<file path="config.mk">
export PLATFORM = sky130hd
export DESIGN_NAME = cois_ctrl
export DESIGN_NICKNAME = d
export VERILOG_FILES = /design/src/sv/cois_pkg.sv /design/src/sv/cois_ctrl.sv
export VERILOG_INCLUDE_DIRS = /design/src /design/src/sv
export SDC_FILE = /design/constraint.sdc
export NUM_CORES = 1
export LEC_CHECK = 0
export BUFFER_PORTS_ARGS = -buffer_cell sky130_fd_sc_hd__buf_2
export CAP_MARGIN = 20
export CORE_MARGIN = 5
export CORE_UTILIZATION = 30
export CTS_BUF_LIST = sky130_fd_sc_hd__clkbuf_8
export DETAILED_ROUTE_END_ITERATION = 12
export RECOVER_POWER = 50
export SLEW_MARGIN = 20
export SYNTH_ARGS = -nofsm -noshare
export SYNTH_HDL_FRONTEND = slang
export SYNTH_SLANG_ARGS = --single-unit
export TNS_END_PERCENT = 30
</file>
<file path="constraint.sdc">
create_clock -name clk -period 1.3 [get_ports clk]
set_input_delay 0.065 -clock clk [delete_from_list [all_inputs] [get_ports clk]]
set_output_delay 0.065 -clock clk [all_outputs]
set_load 0.01 [all_outputs]
</file>
<file path="src/sv/circle_outline_intensity_sum_macros.svh">
// ----------------------------------------------------------------------------
// circle_outline_intensity_sum_macros
// assertion helpers used by the circle outline sum controller
// ----------------------------------------------------------------------------
`ifndef CIRCLE_OUTLINE_INTENSITY_SUM_MACROS_SVH
`define CIRCLE_OUTLINE_INTENSITY_SUM_MACROS_SVH

// condition holds in the same cycle
`define COIS_ASSERT_SAME(lbl, ante, cons, msg) \
  lbl: assert property (@(posedge clk) disable iff (!rst_n) (ante) |-> (cons)) \
    else $error(msg);

// condition holds in the next cycle
`define COIS_ASSERT_NEXT(lbl, ante, cons, msg) \
  lbl: assert property (@(posedge clk) disable iff (!rst_n) (ante) |=> (cons)) \
    else $error(msg);

`endif

</file>
<file path="src/sv/cois_pkg.sv">
// ----------------------------------------------------------------------------
// cois_pkg
// shared constants and controller/datapath interface types
// ----------------------------------------------------------------------------
package cois_pkg;

  localparam int IMAGE_WIDTH  = 128;
  localparam int IMAGE_HEIGHT = 128;
  localparam int MAX_RADIUS   = 63;

  localparam int COL_W  = 7;
  localparam int ROW_W  = 7;
  localparam int RAD_W  = 6;
  localparam int PIX_W  = 8;
  localparam int SUM_W  = 17;
  localparam int ADDR_W = ROW_W + COL_W;
  localparam int P_W    = 10;
  localparam int MIR_W  = 3;

  localparam int IMG_DEPTH = IMAGE_WIDTH * IMAGE_HEIGHT;

  // input tdata layout, lowest bit first
  localparam int PCOL_LSB = 0;
  localparam int PROW_LSB = PCOL_LSB + COL_W;
  localparam int PVAL_LSB = PROW_LSB + ROW_W;
  localparam int CCOL_LSB = PVAL_LSB + PIX_W;
  localparam int CROW_LSB = CCOL_LSB + COL_W;
  localparam int RAD_LSB  = CROW_LSB + ROW_W;
  localparam int PART_LSB = RAD_LSB + RAD_W;
  localparam int IN_DATA_W  = ((PART_LSB + 1 + 7) / 8) * 8;
  localparam int OUT_DATA_W = ((SUM_W + 7) / 8) * 8;

  localparam logic MODE_WRITE = 1'b0;
  localparam logic MODE_QUERY = 1'b1;

  localparam logic [MIR_W-1:0] MIR_LAST_PARTIAL = MIR_W'(3);
  localparam logic [MIR_W-1:0] MIR_LAST_FULL    = MIR_W'(7);

  localparam logic [SUM_W-1:0] SUM_MAX = '1;

  typedef struct packed {
    logic             load_query;
    logic             mem_wr;
    logic             mem_rd;
    logic [MIR_W-1:0] mirror;
    logic             step;
    logic             load_out;
  } cmd_t;

  typedef struct packed {
    logic oob_in;
    logic more;
    logic partial;
  } sts_t;

endpackage

</file>
<file path="src/sv/cois_ctrl.sv">
// ----------------------------------------------------------------------------
// cois_ctrl
// sequencer for pixel writes, the mirrored read walk and the result register
// ----------------------------------------------------------------------------
module cois_ctrl (
  input  logic           clk,
  input  logic           rst_n,
  input  logic           in_tvalid,
  output logic           in_tready,
  input  logic           in_tuser,
  output logic           out_tvalid,
  input  logic           out_tready,
  input  cois_pkg::sts_t sts,
  output cois_pkg::cmd_t cmd
);
  import cois_pkg::*;
  `include "circle_outline_intensity_sum_macros.svh"

  localparam logic [1:0] S_IDLE  = 2'd0;
  localparam logic [1:0] S_WALK  = 2'd1;
  localparam logic [1:0] S_DRAIN = 2'd2;
  localparam logic [1:0] S_DONE  = 2'd3;

  logic [1:0]       state_r, state_nxt;
  logic [MIR_W-1:0] mir_r, mir_nxt, mir_last;
  logic             out_vld_r, out_vld_nxt;
  logic             in_acc;

  assign in_tready = (state_r == S_IDLE);
  assign in_acc    = in_tvalid && in_tready;
  assign mir_last  = sts.partial ? MIR_LAST_PARTIAL : MIR_LAST_FULL;

  always_comb begin
    cmd        = '0;
    cmd.mirror = mir_r;
    state_nxt  = state_r;
    mir_nxt    = mir_r;
    unique case (state_r)
      S_IDLE: begin
        if (in_acc) begin
          if (in_tuser == MODE_WRITE) begin
            cmd.mem_wr = 1'b1;
          end else begin
            cmd.load_query = 1'b1;
            mir_nxt        = '0;
            state_nxt      = sts.oob_in ? S_DONE : S_WALK;
          end
        end
      end
      S_WALK: begin
        cmd.mem_rd = 1'b1;
        if (mir_r == mir_last) begin
          mir_nxt = '0;
          if (sts.more) begin
            cmd.step = 1'b1;
          end else begin
            state_nxt = S_DRAIN;
          end
        end else begin
          mir_nxt = mir_r + MIR_W'(1);
        end
      end
      S_DRAIN: begin
        // last read data still on its way into the accumulator
        state_nxt = S_DONE;
      end
      S_DONE: begin
        if (!out_vld_r || out_tready) begin
          cmd.load_out = 1'b1;
          state_nxt    = S_IDLE;
        end
      end
    endcase
  end

  always_comb begin
    out_vld_nxt = out_vld_r;
    if (cmd.load_out) begin
      out_vld_nxt = 1'b1;
    end else if (out_tready) begin
      out_vld_nxt = 1'b0;
    end
  end

  always_ff @(posedge clk) begin
    if (!rst_n) begin
      state_r   <= S_IDLE;
      mir_r     <= '0;
      out_vld_r <= 1'b0;
    end else begin
      state_r   <= state_nxt;
      mir_r     <= mir_nxt;
      out_vld_r <= out_vld_nxt;
    end
  end

  assign out_tvalid = out_vld_r;

  `COIS_ASSERT_SAME(a_port_shared, cmd.mem_wr, !cmd.mem_rd, "image write and read collide")
  `COIS_ASSERT_SAME(a_out_free, cmd.load_out, !out_vld_r || out_tready, "result overwritten")
  `COIS_ASSERT_SAME(a_step_inside, cmd.step, sts.more && mir_r == mir_last, "walk step misplaced")
  `COIS_ASSERT_NEXT(a_oob_short, in_acc && in_tuser == MODE_QUERY && sts.oob_in, state_r == S_DONE, "out of bounds query walked")

endmodule

</file>
==> out/qor.csv <==
metric,value,unit
viasPerCell,4.65,
yosysMostFrequentCell,nand2_1,
crit_arrival,1.57,ns
timing.critical_path.buf_inv,1,
cts_buffers,3,
crit_chain,inv_4 > ha_4 > a21boi_4 > a221o_1 > a21oi_2 > mux2i_1,
drtAntennaViolNets,0,
grt_pass1_vias,387,
cp_max_fo,4,
worst_hold_startpoint,rst_n,
syn_nets,62,
portBuffers,17,
finalSetupTns,-0.359,ns
coreArea,0.00132,sq mm
final_layout_size_suffix_gt1_frac,0.500,
gr-total-overflow,0,
synth_seq_cells,6,
rows,13,
syn-mean-instance-area,8.89,sq um
cts-root-buf,clkbuf_8,
post-route-period-util,1.09,
critPathMaxStageDelay,0.37,ns
hold_slack,0.134,ns
place.gp.congestion,0.677,
violations,setup timing,
cts_max_level,1,
critPathTopFamily,compound AO/OA/AOI/OAI gates,
nets,94,
dr.pass1.iters,3,
fin_area,693,sq um
status,finished with violations,
setup_violations,7,
maxCapViolCount,0,
min_to,out_tvalid$_SDFFE_PN0P_,
p_leak,0.339,nW
dp_slack,-0.125,ns
vias,432,
dr.first_iter.drc_count,3,
initial_utilization,0.324,
placed_area,601,sq um
grt_use_total,0.108,
hold_path_depth,2,
r2r-start,state_r[0]$_SDFFE_PN0P_,
io_pins,18,
cts_tree,done,
async_flop_share,0,
critical_path_depth,6,
ff2ff_path_depth,6,
remaining_drc_errors,0,
antenna_found_initial,0,
clock-sinks,6,
cpMaxStageDelayCell,dfxtp_4,
area_growth,62.5,%
slew_violations,0,
rsz0062_at_grt,yes,
startpoint_type,flip-flop,
yosys.area.top_type,dfxtp_1,
finalWorstSetupSlack,-0.120,ns
dieArea,0.00228,sq mm
ys_types,23,
path_clk_slew,0.04,ns
finalPower,0.00139,W
synth-edff-count,0,
ys_seq_area_frac,0.282,
wl_per_cell,10.7,microns
ys_warn_count,0,
skew,0.000477,ns
r2r-end,state_r[1]$_SDFFE_PN0P_,
clk_latency,0.23,ns
syn-cell-area,427,sq um
grt_max_degree,9,
netlist_instances,48,
hold_viol_final,0,
crit_required,1.45,ns
grt_pass1_wl,1610,microns
max_freq,704,MHz
relSlewSlack,0.840,
ys_top_cells_by_area,"dfxtp_1 28%, ha_1 18%, nand2_1 6.2%, mux2i_1 4.7%, nor2b_1 4.4%",
die_height,47.7,microns
cts_buffer_depth,2,
die_w,47.7,microns
worst_pin_slew,0.237,ns
endpoint_kind,flip-flop,
synth_top_flop_cell,dfxtp_1,
hold_class,in -> reg,
diodes,0,
regToRegSetupSlack,-0.12,ns
ir_drop,0.815,mV
period_minus_slack,1.42,ns
synth_common_cells,"7 x nand2_1, 6 x dfxtp_1, 6 x ha_1, 4 x inv_1, 3 x nor2b_1",
wl,994,microns
dp_hpwl,788,microns
synth_top_area_share,0.282,
path_class,reg -> reg,
p_per_area,2010,mW/mm^2
-- what timing repair did --
item / in CTS / in global routing
pin swaps: 1 / 2
setup endpoints to repair: 8 / 9
gates resized for setup: 4 / 5
gates cloned: 0 / 0
setup buffers: 1 / 2
hold buffers: 0 / 0
-- worst reg2reg max path, delay by kind of cell (launching register included) --
family          cells  cell delay (ns)
flops               1             0.37
fa+ha+maj           1             0.15
compound gates      3             0.58
buf+inv             1             0.04
mux                 1             0.21
-- registers in the layout (all words and copies together), names as in the netlist --
name / cells
state_r: 2
out_tvalid: 1
mir_r: 3
-- logic make-up (layout without fill, tap and decap cells) --
kind of cell               after synthesis  after routing  synth area share
and+or+nand+nor                         17             17             0.217
AOI/OAI and AO/OA                       10             10             0.179
adders and majority gates                6              6             0.176
DFF                                      6              6             0.282
buffers and inverters                    5             35            0.0528
muxes                                    3              3            0.0733
xor gates and xnor gates                 1              1            0.0205
-- stage by stage --
stage          cells  utilization
2_1_floorplan     48            -
3_3_place_gp      87        0.456
3_5_place_dp      87        0.456
4_1_cts           91        0.503
5_1_grt           93        0.526
6_report          93        0.526
-- metal layers --
layer,wire (microns),track usage,up-vias
li1,-,-,224
met1,425,0.116,192
met2,473,0.166,12
met3,76,0.0338,4
met4,19,0.0968,0
met5,0,0,-
-- power breakdown --
part / internal (W) / total, W / switching (W)
Sequential: 0.000240 / 0.000288 / 0.0000473
Clock: 0.000200 / 0.000293 / 0.0000930
Combinational: 0.000472 / 0.000810 / 0.000338
Total: 0.000913 / 0.00139 / 0.000478
-- area by class of cell --
class	instances	area [sq um]
repair buffers	28	168
clock buffers	3	41.3
multi-input cells	37	318
fillers	138	624
inverters	4	20.0
well taps	15	18.8
flip-flops and latches	6	128
-- worst max path at each step --
stage               slack, ns                    start                      end
floorplan               -0.06  state_r[0]$_SDFFE_PN0P_  state_r[0]$_SDFFE_PN0P_
global placement        -0.09  state_r[0]$_SDFFE_PN0P_  state_r[0]$_SDFFE_PN0P_
detailed placement      -0.12  state_r[0]$_SDFFE_PN0P_  state_r[0]$_SDFFE_PN0P_
CTS                     -0.14  state_r[1]$_SDFFE_PN0P_  state_r[1]$_SDFFE_PN0P_
global route            -0.18  state_r[0]$_SDFFE_PN0P_  state_r[1]$_SDFFE_PN0P_
finish                  -0.12  state_r[0]$_SDFFE_PN0P_  state_r[1]$_SDFFE_PN0P_
-- placed cells by master (no fill, tap or decap), drive strengths merged, types with 3 or more instances in the layout --
cell	Yosys	layout
nand2	7	7
buf	1	25
clkbuf	0	6
dfxtp	6	6
nor2b	3	3
inv	4	4
ha	6	6
a21boi	3	3
Note: power is estimated with default switching activity, not from simulation.
